File: config.mk
export PLATFORM = sky130hd
export DESIGN_NAME = blit_fill_rect_clip_address
export DESIGN_NICKNAME = d
export VERILOG_FILES = /design/src/sv/bfrc_pkg.sv /design/src/sv/blit_fill_rect_clip_address.sv /design/src/sv/bfrc_cut.sv /design/src/sv/bfrc_addr.sv
export SDC_FILE = /design/constraint.sdc
export NUM_CORES = 2
export LEC_CHECK = 0
export BUFFER_PORTS_ARGS = -buffer_cell sky130_fd_sc_hd__buf_2
export CORE_ASPECT_RATIO = 1.75
export CORE_MARGIN = 4
export CORE_UTILIZATION = 60
export DETAILED_ROUTE_END_ITERATION = 6
export PLACE_DENSITY = 0.79
export SLEW_MARGIN = 0
export SYNTH_ARGS = -nofsm -noshare
export SYNTH_HDL_FRONTEND = slang
export SYNTH_HIERARCHICAL = 1
export SYNTH_SLANG_ARGS = --single-unit
File: constraint.sdc
create_clock -name clk_i -period 8.27 [get_ports clk_i]
set_input_delay 1.2405 -clock clk_i [delete_from_list [all_inputs] [get_ports clk_i]]
set_output_delay 1.2405 -clock clk_i [all_outputs]
set_load 0.1 [all_outputs]
File: src/sv/bfrc_pkg.sv
// Shared types, register indexes and helpers for the blit/fill clip and address front end.
// No dependencies; every other file of the block but bfrc_checker imports this package.
`timescale 1ns / 1ps
`default_nettype none

package bfrc_pkg;

  // Coordinates and sizes inside the clip datapath, wide enough for every
  // intermediate value of the left and right cuts.
  localparam int unsigned CrdW = 20;
  localparam int unsigned DimW = 13;
  localparam int unsigned PitchW = 15;
  localparam int unsigned BppW = 3;
  localparam int unsigned OffW = 26;
  localparam int unsigned ColorW = 32;

  typedef logic signed [CrdW-1:0] crd_t;
  typedef logic [DimW-1:0] dim_t;
  typedef logic [PitchW-1:0] pitch_t;
  typedef logic [BppW-1:0] bpp_t;
  typedef logic [OffW-1:0] off_t;

  // Configuration register indexes.
  localparam logic [2:0] REG_SRC_WIDTH  = 3'd0;
  localparam logic [2:0] REG_SRC_HEIGHT = 3'd1;
  localparam logic [2:0] REG_SRC_PITCH  = 3'd2;
  localparam logic [2:0] REG_DST_WIDTH  = 3'd3;
  localparam logic [2:0] REG_DST_HEIGHT = 3'd4;
  localparam logic [2:0] REG_DST_PITCH  = 3'd5;
  localparam logic [2:0] REG_BPP        = 3'd6;

  localparam bpp_t BPP_RESET = 3'd4;

  // One item in flight. The a side is the surface being clipped against in
  // the current cut, the b side is the paired origin that moves with it.
  typedef struct packed {
    logic              fill;
    logic              ok;
    crd_t              a_x;
    crd_t              a_y;
    crd_t              b_x;
    crd_t              b_y;
    crd_t              w;
    crd_t              h;
    logic [ColorW-1:0] color;
  } item_t;

  // Exchange the roles of the two surfaces.
  function automatic item_t bfrc_swap(item_t it);
    item_t r;
    r     = it;
    r.a_x = it.b_x;
    r.a_y = it.b_y;
    r.b_x = it.a_x;
    r.b_y = it.a_y;
    return r;
  endfunction

  // Zero-extend a surface dimension into the coordinate width.
  function automatic crd_t dim_to_crd(dim_t d);
    return $signed({{(CrdW-DimW){1'b0}}, d});
  endfunction

  // Sign-extend a 16-bit coordinate.
  function automatic crd_t sext16(logic [15:0] v);
    return $signed({{(CrdW-16){v[15]}}, v});
  endfunction

  // Zero-extend a 16-bit size.
  function automatic crd_t zext16(logic [15:0] v);
    return $signed({{(CrdW-16){1'b0}}, v});
  endfunction

endpackage

`default_nettype wire

File: src/sv/blit_fill_rect_clip_address.sv
// Throughput: one command per cycle; the seven stages each hold one item and move
// independently, so a stalled output only stops the stages behind it once they fill.
// Reset: all pipeline valid bits clear; surface registers reset to 0 and
// bytes_per_pixel to 4.
// Top level: configuration registers, command decode stage, and the clip/address pipeline.
// Depends on bfrc_pkg, bfrc_cut and bfrc_addr.
`timescale 1ns / 1ps
`default_nettype none

module blit_fill_rect_clip_address import bfrc_pkg::*; #(
  parameter int unsigned MAX_DIM = 4096
) (
  input  logic         clk_i,
  input  logic         rst_ni,
  // Configuration write port.
  input  logic         cfg_we_i,
  input  logic [2:0]   cfg_idx_i,
  input  logic [14:0]  cfg_wdata_i,
  // Command stream.
  input  logic         s_axis_tvalid,
  output logic         s_axis_tready,
  // src_x[15:0], src_y[31:16], rect_w[47:32], rect_h[63:48],
  // dst_x[79:64], dst_y[95:80], fill_color[127:96]
  input  logic [127:0] s_axis_tdata,
  // func[0], use_src_rect[1], use_dst_rect[2]
  input  logic [2:0]   s_axis_tuser,
  // Result stream.
  output logic         m_axis_tvalid,
  input  logic         m_axis_tready,
  // clip_width[12:0], clip_height[25:13], src_offset[51:26],
  // dst_offset[77:52], fill_value[109:78], zero fill [111:110]
  output logic [111:0] m_axis_tdata,
  // draw[0]
  output logic         m_axis_tuser
);

  localparam logic [15:0] MaxDim = 16'(MAX_DIM);

  dim_t   src_w_q, src_h_q, dst_w_q, dst_h_q;
  pitch_t src_pitch_q, dst_pitch_q;
  bpp_t   bpp_q;
  dim_t   src_w_sat, src_h_sat, dst_w_sat, dst_h_sat;

  logic   v0_q, en0;
  item_t  dec_d, dec_q;
  logic   is_fill, has_src, has_dst, use_src;

  logic   sc_valid, sc_ready, dc_valid, dc_ready;
  item_t  sc_item, dc_in, dc_item, ad_in;

  logic   draw;
  dim_t   clip_w, clip_h;
  off_t   src_off, dst_off;
  logic [ColorW-1:0] fill_val;

  // Configuration registers.
  always_ff @(posedge clk_i or negedge rst_ni) begin
    if (!rst_ni) begin
      src_w_q     <= '0;
      src_h_q     <= '0;
      src_pitch_q <= '0;
      dst_w_q     <= '0;
      dst_h_q     <= '0;
      dst_pitch_q <= '0;
      bpp_q       <= BPP_RESET;
    end else if (cfg_we_i) begin
      unique case (cfg_idx_i)
        REG_SRC_WIDTH:  src_w_q     <= cfg_wdata_i[DimW-1:0];
        REG_SRC_HEIGHT: src_h_q     <= cfg_wdata_i[DimW-1:0];
        REG_SRC_PITCH:  src_pitch_q <= cfg_wdata_i;
        REG_DST_WIDTH:  dst_w_q     <= cfg_wdata_i[DimW-1:0];
        REG_DST_HEIGHT: dst_h_q     <= cfg_wdata_i[DimW-1:0];
        REG_DST_PITCH:  dst_pitch_q <= cfg_wdata_i;
        REG_BPP:        bpp_q       <= cfg_wdata_i[BppW-1:0];
        default: ;
      endcase
    end
  end

  // Surface sizes saturate at the largest supported dimension.
  assign src_w_sat = ({3'b000, src_w_q} > MaxDim) ? MaxDim[DimW-1:0] : src_w_q;
  assign src_h_sat = ({3'b000, src_h_q} > MaxDim) ? MaxDim[DimW-1:0] : src_h_q;
  assign dst_w_sat = ({3'b000, dst_w_q} > MaxDim) ? MaxDim[DimW-1:0] : dst_w_q;
  assign dst_h_sat = ({3'b000, dst_h_q} > MaxDim) ? MaxDim[DimW-1:0] : dst_h_q;

  // Decode stage: resolve missing rectangles into origins and sizes.
  // A fill uses only the destination side and keeps its size for the destination cut.
  assign is_fill = s_axis_tuser[0];
  assign has_src = s_axis_tuser[1];
  assign has_dst = s_axis_tuser[2];
  assign use_src = has_src & ~is_fill;

  always_comb begin
    dec_d.fill  = is_fill;
    dec_d.ok    = 1'b1;
    dec_d.a_x   = use_src ? sext16(s_axis_tdata[15:0]) : '0;
    dec_d.a_y   = use_src ? sext16(s_axis_tdata[31:16]) : '0;
    dec_d.b_x   = has_dst ? sext16(s_axis_tdata[79:64]) : '0;
    dec_d.b_y   = has_dst ? sext16(s_axis_tdata[95:80]) : '0;
    dec_d.color = s_axis_tdata[127:96];
    if (is_fill) begin
      dec_d.w = has_dst ? zext16(s_axis_tdata[47:32]) : dim_to_crd(dst_w_sat);
      dec_d.h = has_dst ? zext16(s_axis_tdata[63:48]) : dim_to_crd(dst_h_sat);
    end else begin
      dec_d.w = has_src ? zext16(s_axis_tdata[47:32]) : dim_to_crd(src_w_sat);
      dec_d.h = has_src ? zext16(s_axis_tdata[63:48]) : dim_to_crd(src_h_sat);
    end
  end

  assign en0           = ~v0_q | sc_ready;
  assign s_axis_tready = en0;

  always_ff @(posedge clk_i or negedge rst_ni) begin
    if (!rst_ni) begin
      v0_q <= 1'b0;
    end else if (en0) begin
      v0_q <= s_axis_tvalid;
    end
  end

  always_ff @(posedge clk_i) begin
    if (en0 && s_axis_tvalid) dec_q <= dec_d;
  end

  // Clip against the source surface; a fill passes through untouched.
  bfrc_cut u_src_cut (
    .clk_i       (clk_i),
    .rst_ni      (rst_ni),
    .skip_fill_i (1'b1),
    .lim_w_i     (src_w_sat),
    .lim_h_i     (src_h_sat),
    .valid_i     (v0_q),
    .ready_o     (sc_ready),
    .item_i      (dec_q),
    .valid_o     (sc_valid),
    .ready_i     (dc_ready),
    .item_o      (sc_item)
  );

  // Clip against the destination surface with the roles exchanged.
  assign dc_in = bfrc_swap(sc_item);

  logic ad_ready;

  bfrc_cut u_dst_cut (
    .clk_i       (clk_i),
    .rst_ni      (rst_ni),
    .skip_fill_i (1'b0),
    .lim_w_i     (dst_w_sat),
    .lim_h_i     (dst_h_sat),
    .valid_i     (sc_valid),
    .ready_o     (dc_ready),
    .item_i      (dc_in),
    .valid_o     (dc_valid),
    .ready_i     (ad_ready),
    .item_o      (dc_item)
  );

  // Back to source on the a side for address generation.
  assign ad_in = bfrc_swap(dc_item);

  bfrc_addr u_addr (
    .clk_i         (clk_i),
    .rst_ni        (rst_ni),
    .src_pitch_i   (src_pitch_q),
    .dst_pitch_i   (dst_pitch_q),
    .bpp_i         (bpp_q),
    .valid_i       (dc_valid),
    .ready_o       (ad_ready),
    .item_i        (ad_in),
    .valid_o       (m_axis_tvalid),
    .ready_i       (m_axis_tready),
    .draw_o        (draw),
    .clip_width_o  (clip_w),
    .clip_height_o (clip_h),
    .src_offset_o  (src_off),
    .dst_offset_o  (dst_off),
    .fill_value_o  (fill_val)
  );

  assign m_axis_tuser = draw;
  assign m_axis_tdata = {2'b00, fill_val, dst_off, src_off, clip_h, clip_w};

endmodule

`default_nettype wire

File: src/sv/bfrc_cut.sv
// Two pipeline stages that clip a rectangle against one surface: left/top cut, then right/bottom.
// Depends on bfrc_pkg for the item type and coordinate helpers.
`timescale 1ns / 1ps
`default_nettype none

module bfrc_cut import bfrc_pkg::*; (
  input  logic  clk_i,
  input  logic  rst_ni,
  input  logic  skip_fill_i,
  input  dim_t  lim_w_i,
  input  dim_t  lim_h_i,
  input  logic  valid_i,
  output logic  ready_o,
  input  item_t item_i,
  output logic  valid_o,
  input  logic  ready_i,
  output item_t item_o
);

  logic  v1_q, v2_q;
  logic  en1, en2;
  logic  act1, act2;
  item_t s1_d, s1_q, s2_d, s2_q;
  crd_t  rem_w, rem_h;

  // Each stage loads when it is empty or the next one moves.
  assign en2     = ~v2_q | ready_i;
  assign en1     = ~v1_q | en2;
  assign ready_o = en1;
  assign valid_o = v2_q;
  assign item_o  = s2_q;

  // Left/top cut: a negative origin shortens the span and moves the paired origin.
  assign act1 = ~(skip_fill_i & item_i.fill);
  always_comb begin
    s1_d = item_i;
    if (act1 && ($signed(item_i.a_x) < 0)) begin
      s1_d.w   = item_i.w + item_i.a_x;
      s1_d.b_x = item_i.b_x - item_i.a_x;
      s1_d.a_x = '0;
    end
    if (act1 && ($signed(item_i.a_y) < 0)) begin
      s1_d.h   = item_i.h + item_i.a_y;
      s1_d.b_y = item_i.b_y - item_i.a_y;
      s1_d.a_y = '0;
    end
  end

  // Right/bottom cut: limit the span to what is left of the surface and clear ok if it is empty.
  assign act2  = ~(skip_fill_i & s1_q.fill);
  assign rem_w = dim_to_crd(lim_w_i) - s1_q.a_x;
  assign rem_h = dim_to_crd(lim_h_i) - s1_q.a_y;
  always_comb begin
    s2_d = s1_q;
    if (act2) begin
      if ($signed(rem_w) < $signed(s1_q.w)) begin
        s2_d.w = rem_w;
      end
      if ($signed(rem_h) < $signed(s1_q.h)) begin
        s2_d.h = rem_h;
      end
      s2_d.ok = s1_q.ok & ($signed(s2_d.w) > 0) & ($signed(s2_d.h) > 0);
    end
  end

  // Valid bits.
  always_ff @(posedge clk_i or negedge rst_ni) begin
    if (!rst_ni) begin
      v1_q <= 1'b0;
      v2_q <= 1'b0;
    end else begin
      if (en1) v1_q <= valid_i;
      if (en2) v2_q <= v1_q;
    end
  end

  // Payload registers.
  always_ff @(posedge clk_i) begin
    if (en1 && valid_i) s1_q <= s1_d;
    if (en2 && v1_q) s2_q <= s2_d;
  end

endmodule

`default_nettype wire

File: src/sv/bfrc_addr.sv
// Two pipeline stages that turn clipped origins into byte offsets and register the result item.
// Depends on bfrc_pkg; the a side of the incoming item is the source, the b side the destination.
`timescale 1ns / 1ps
`default_nettype none

module bfrc_addr import bfrc_pkg::*; (
  input  logic              clk_i,
  input  logic              rst_ni,
  input  pitch_t            src_pitch_i,
  input  pitch_t            dst_pitch_i,
  input  bpp_t              bpp_i,
  input  logic              valid_i,
  output logic              ready_o,
  input  item_t             item_i,
  output logic              valid_o,
  input  logic              ready_i,
  output logic              draw_o,
  output dim_t              clip_width_o,
  output dim_t              clip_height_o,
  output off_t              src_offset_o,
  output off_t              dst_offset_o,
  output logic [ColorW-1:0] fill_value_o
);

  localparam int unsigned RowW = DimW + PitchW;
  localparam int unsigned ColW = DimW + BppW;

  logic              v1_q, v2_q;
  logic              en1, en2;
  logic [RowW-1:0]   sy_prod_d, sy_prod_q, dy_prod_d, dy_prod_q;
  logic [ColW-1:0]   sx_prod_d, sx_prod_q, dx_prod_d, dx_prod_q;
  logic              ok_q, fill_q;
  dim_t              w_q, h_q;
  logic [ColorW-1:0] color_q;
  off_t              src_sum, dst_sum;
  logic              draw_q;
  dim_t              clip_w_q, clip_h_q;
  off_t              src_off_q, dst_off_q;
  logic [ColorW-1:0] fill_val_q;

  assign en2     = ~v2_q | ready_i;
  assign en1     = ~v1_q | en2;
  assign ready_o = en1;
  assign valid_o = v2_q;

  // Row and column products. A drawn item has origins below the surface size,
  // so the low coordinate bits are exact; others are discarded later.
  assign sy_prod_d = {{PitchW{1'b0}}, item_i.a_y[DimW-1:0]} * {{DimW{1'b0}}, src_pitch_i};
  assign dy_prod_d = {{PitchW{1'b0}}, item_i.b_y[DimW-1:0]} * {{DimW{1'b0}}, dst_pitch_i};
  assign sx_prod_d = {{BppW{1'b0}}, item_i.a_x[DimW-1:0]} * {{DimW{1'b0}}, bpp_i};
  assign dx_prod_d = {{BppW{1'b0}}, item_i.b_x[DimW-1:0]} * {{DimW{1'b0}}, bpp_i};

  // Offsets wrap at the offset width.
  assign src_sum = sy_prod_q[OffW-1:0] + {{(OffW-ColW){1'b0}}, sx_prod_q};
  assign dst_sum = dy_prod_q[OffW-1:0] + {{(OffW-ColW){1'b0}}, dx_prod_q};

  always_ff @(posedge clk_i or negedge rst_ni) begin
    if (!rst_ni) begin
      v1_q <= 1'b0;
      v2_q <= 1'b0;
    end else begin
      if (en1) v1_q <= valid_i;
      if (en2) v2_q <= v1_q;
    end
  end

  // Multiply stage.
  always_ff @(posedge clk_i) begin
    if (en1 && valid_i) begin
      sy_prod_q <= sy_prod_d;
      dy_prod_q <= dy_prod_d;
      sx_prod_q <= sx_prod_d;
      dx_prod_q <= dx_prod_d;
      ok_q      <= item_i.ok;
      fill_q    <= item_i.fill;
      w_q       <= item_i.w[DimW-1:0];
      h_q       <= item_i.h[DimW-1:0];
      color_q   <= item_i.color;
    end
  end

  // Output stage: sum the offsets; an empty rectangle gets zero size and offsets, a fill no source offset.
  always_ff @(posedge clk_i) begin
    if (en2 && v1_q) begin
      draw_q     <= ok_q;
      clip_w_q   <= ok_q ? w_q : '0;
      clip_h_q   <= ok_q ? h_q : '0;
      src_off_q  <= (ok_q && !fill_q) ? src_sum : '0;
      dst_off_q  <= ok_q ? dst_sum : '0;
      fill_val_q <= fill_q ? color_q : '0;
    end
  end

  assign draw_o        = draw_q;
  assign clip_width_o  = clip_w_q;
  assign clip_height_o = clip_h_q;
  assign src_offset_o  = src_off_q;
  assign dst_offset_o  = dst_off_q;
  assign fill_value_o  = fill_val_q;

endmodule

`default_nettype wire

[Word-level counts from Yosys, hierarchy flattened]
Index checks and enable logic that the tools add are counted.
Word-level totals
  register bits: 1021
  input bits: 154
  output and inout bits: 115
  logic and storage cells: 175
Cells by class
  $add $sub $neg: 14
  multiply operators: 4
  $lt $le $gt $ge: 16
  equal/unequal tests: 6
  multiplexer cells: 24
  bitwise logic cells: 20
  reductions and logical operators: 19
Operators by type and width (count)
  two-way mux 20 bit: 12
  > comparator 20 x 1 -> 1 bit, second input constant: 4
  less-than comparator 20 bit: 4
  two-way mux 13 bit: 6
  two-way mux 16 bit: 4
  adder 26 x 16 -> 26 bit: 2
  > comparator 13 bit, second input constant: 4
  multiplier 13 x 15 -> 26 bit: 2
  adder 20 x 16 -> 20 bit: 2
  adder 20 bit: 2
  less-than comparator 20 x 1 -> 1 bit, second input constant: 2
  two-way mux 40 bit: 1
  subtractor 14 x 20 -> 20 bit: 2
  two-way mux 36 bit: 1
  subtractor 14 x 16 -> 17 bit: 2
  subtractor 16 x 16 -> 17 bit: 2
  less-than comparator 16 x 1 -> 1 bit, second input constant: 2
  multiplier 13 x 3 -> 16 bit: 2
  subtractor 13 bit: 2
  AND reduction 2 bit: 7
  logical AND 1 bit: 10
  == test 3 bit, second input constant: 3
  inverter 1 bit: 9
  bitwise OR 1 bit: 7
  other kinds (5): 9

[Longest topological paths before layout]
  word-level depth: 9
  depth in mapped cells: 24
  mapped depth without buffers: 21

[By module]
Netlist, hierarchy kept.
Modules (own cells, without submodules)
  bfrc_addr: instances 1, cells each 2439, area an instance 24896.4 um2
  bfrc_cut at u_dst_cut: instances 1, cells each 1519, area an instance 17116.4 um2
  bfrc_cut at u_src_cut: instances 1, cells each 1519, area an instance 17108.9 um2
  blit_fill_rect_clip_address: instances 1, cells each 527, area an instance 8642.0 um2

[Least setup slack after synthesis]
OpenSTA, ideal clock, no wires.
  path kind: input to register
  from: input port m_axis_tready
  to: register dec_q[0] (netlist bit), enable pin
  setup time: 502 ps
  arrival: 5552 ps
  required time: 7768 ps
  setup slack: 2216 ps
  cell stages on the path: 5
  buffers on the path: 0
  cell sequence: nand3b_1 nand3b_1 nand3b_1 nand2b_1 and2_1
Between the ends
  cells in the longest elaborated chain, start to end: 8
RTL lines
  start, declared: RTL line blit_fill_rect_clip_address.sv:29  | input logic m_axis_tready,
  bitwise OR 1 bit: RTL line bfrc_addr.sv:41  | assign en2 = ~v2_q | ready_i;
  bitwise OR 1 bit: RTL line bfrc_addr.sv:42  | assign en1 = ~v1_q | en2;
  bitwise OR 1 bit: RTL line bfrc_cut.sv:27  | assign en2 = ~v2_q | ready_i;
  bitwise OR 1 bit: RTL line bfrc_cut.sv:28  | assign en1 = ~v1_q | en2;
  net dc_ready: RTL line blit_fill_rect_clip_address.sv:48  | logic sc_valid, sc_ready, dc_valid, dc_ready;
  bitwise OR 1 bit: RTL line bfrc_cut.sv:27
  bitwise OR 1 bit: RTL line bfrc_cut.sv:28
  net sc_ready: RTL line blit_fill_rect_clip_address.sv:48
  bitwise OR 1 bit: RTL line blit_fill_rect_clip_address.sv:110  | assign en0 = ~v0_q | sc_ready;
  net s_axis_tready: RTL line blit_fill_rect_clip_address.sv:21  | output logic s_axis_tready,
  logical AND 1 bit: RTL line blit_fill_rect_clip_address.sv:122  | if (en0 && s_axis_tvalid) dec_q <= dec_d;
  end signal, assigned: RTL line blit_fill_rect_clip_address.sv:122
  end, declared: RTL line blit_fill_rect_clip_address.sv:45  | item_t dec_d, dec_q;
The timed path passes the listed nets, and every way through them passes these cells.
A chain may end at the register's enable or synchronous reset.

==> impl_metrics.csv <==
group,metric,value,unit
status,outcome,"finished, final reports clean",
final_layout,area_growth,8.90,%
floorplan,start_util,0.603,
routing,wl,152000,µm
placement,place_congestion,0.963,
setup_path,start_kind,"flop",
floorplan,die_y,442,µm
grt,antenna_found_initial,6,
placement,placed_cells,7284,
sta,max_freq,0.166,GHz
routing,ant_nets,0,
cts,h-tree-depth,3,
routing,drt_iter0_drc,2494,
final_layout,nets,6945,
setup_path,critPathArrivalTime,6.46,ns
min_path,hp-class,"flop to flop",
floorplan,die_x,256,µm
setup_path,cp_data_required_time,8.71,ns
grt,grt_usage,0.265,
grt,grt_max_degree,136,
setup_path,crit_slowest_cell,"dfrtp_1",
sta,finalHoldViolations,0,
placement,place.port_buffers,266,
cts,cts_tree,"done",
cts,cts_root_buf,"clkbuf_16",
cts,cts_buffers,93,
yosys,synth_area,64700,µm²
yosys,synth_warnings,6,
sta,finalSetupViolations,0,
setup_path,crit_fanout,16,
final_layout,fin_cells,7459,
grt,gr-total-overflow,0,
cts,hold_buffers,0,
cts,clockBufferDepth,3,
setup_path,end_kind,"flop",
floorplan,num_io_pins,269,
routing,wl_per_cell,20.3,µm
sta,worst_pin_slew,1.07,ns
cts,worstSkewPairLatency,0.71,ns
floorplan,dieArea,113000,µm²
sta,finalCritPeriodShare,0.729,
setup_path,r2r_cells,21,
sta,slew_violations,0,
placement,dpl.hpwl,118000,µm
final_layout,num-fill-cells,8184,
routing,vias,43300,
routing,viasPerCell,5.81,
routing,first_pass_iters,6,
sta,setup_tns,0,ns
grt,grt_pass1_wl,238000,µm
run,max_cap_viol_count,0,
grt,grt_pass1_vias,44300,
routing,drc,0,
yosys,synth_area_per_cell,11.2,µm²
sta,min_period,6.03,ns
cts,ctsResizeCount,0,
setup_path,crit_type,"flop to flop",
sta,fin_skew,0.0302,ns
sta,slew_headroom,0.280,
min_path,holdPathStages,0,
yosys,syn_inst,5784,
floorplan,row_count,159,
cts,cts_setup_buffers,0,
setup_path,cp_slowest_stage_delay,0.83,ns
cts,cts.sinks,1022,
sta,rsz0062_at_grt,"no",
final_layout,drive_gt1_frac,0.102,
cts,clk_pin_slew,0.06,ns
floorplan,coreArea,107000,µm²
setup_path,crit_chain,"nor2b_1 -> inv_1 -> ha_1 -> inv_1 -> fa_1 -> a211oi_2 -> o21ai_1 -> a41o_1 -> o221ai_1 -> nor3_1 -> xnor2_1 -> ha_1 -> a21oi_1 -> nor2b_1 -> o21ai_0 -> a31oi_1 -> a21oi_1 -> o31ai_1 -> nor3_1 -> a32o_1 -> o22ai_1",
-- flip-flops by register name (all words and copies together), names as in the netlist, 32 cells and up --
register	count
dec_q	129
u_addr/fill_value_o	32
u_dst_cut/s1_q	140
u_src_cut/s1_q	154
u_dst_cut/item_o	112
u_src_cut/item_o	140
u_addr/color_q	32
-- per-layer routing --
metal	vias to the layer above	global-route usage	wire length, µm	part of all wire
li1	20500	-	-	-
met5	-	0	0	0
met3	383	0.0349	7030	0.046
met1	21200	0.297	56000	0.37
met2	1317	0.497	80400	0.53
met4	0	0.127	8100	0.053
-- layout make-up --
| type | count | area (µm²) | share of cell area |
|---|---|---|---|
| Clock inverter | 65 | 698 | 0.00991 |
| Tap cell | 1368 | 1710 | 0.0243 |
| Inverter | 746 | 2800 | 0.0398 |
| Clock buffer | 108 | 2390 | 0.0340 |
| Multi-Input combinational cell | 3853 | 31000 | 0.440 |
| Timing Repair Buffer | 295 | 1600 | 0.0227 |
| Antenna cell | 2 | 5.00 | 0.0000710 |
| Sequential cell | 1022 | 30200 | 0.429 |
-- metrics by stage --
step	setup slack, ns	hold WS, ns	area, µm²	utilization
global placement	2.39	0.400	67300	0.628
detailed placement	2.39	0.405	67300	0.628
CTS	2.38	0.410	70400	0.657
global route	1.99	0.416	70400	0.657
floorplan	2.22	0.400	64800	-
finish	2.24	0.410	70400	0.657
-- worst max-delay path, delay by kind of cell, from the launching register on --
kind	cells	cell delay, ns
AO/OA/AOI/OAI	11	3.01
adder cells (fa/ha/maj)	3	0.94
flip-flops	1	0.83
AND/OR/NAND/NOR	4	0.58
buffers and inverters	2	0.23
XOR/XNOR	1	0.17
-- final timing paths --
check                       startpoint                    end  slack, ns
max                        dst_h_q[12]  u_dst_cut/item_o[152]       2.24
min                          dec_q[10]     u_src_cut/s1_q[10]       0.41
max reg2reg                dst_h_q[12]  u_dst_cut/item_o[152]       2.24
min reg2reg                  dec_q[10]     u_src_cut/s1_q[10]       0.41
max in group asynchronous       rst_ni             dst_w_q[7]       6.56
min in group asynchronous       rst_ni                   v0_q       0.52
-- cells in the final DEF (no fill, tap or decap), types with 33 or more instances in the layout --
cell and count:
a21o_1 80, o21a_1 57, xor2_1 99, nor3_1 93
buf_2 265, a31oi_1 42, nor2_1 213, nor2b_1 93
nand3_1 68, inv_1 745, o21ai_1 33, edfxtp_1 930
nand2_1 569, mux2_2 98, o21ai_0 236, nand2b_1 45
clkbuf_16 93, xnor2_1 140, fa_1 322, ha_1 458
a21oi_1 254, and3_1 33, a211oi_1 33, dfrtp_1 91
and2_1 361, o31ai_1 37
Power is left out: the tool's default activity adds up to more than one toggle a clock period on the data nets, which glitch-free logic cannot reach.
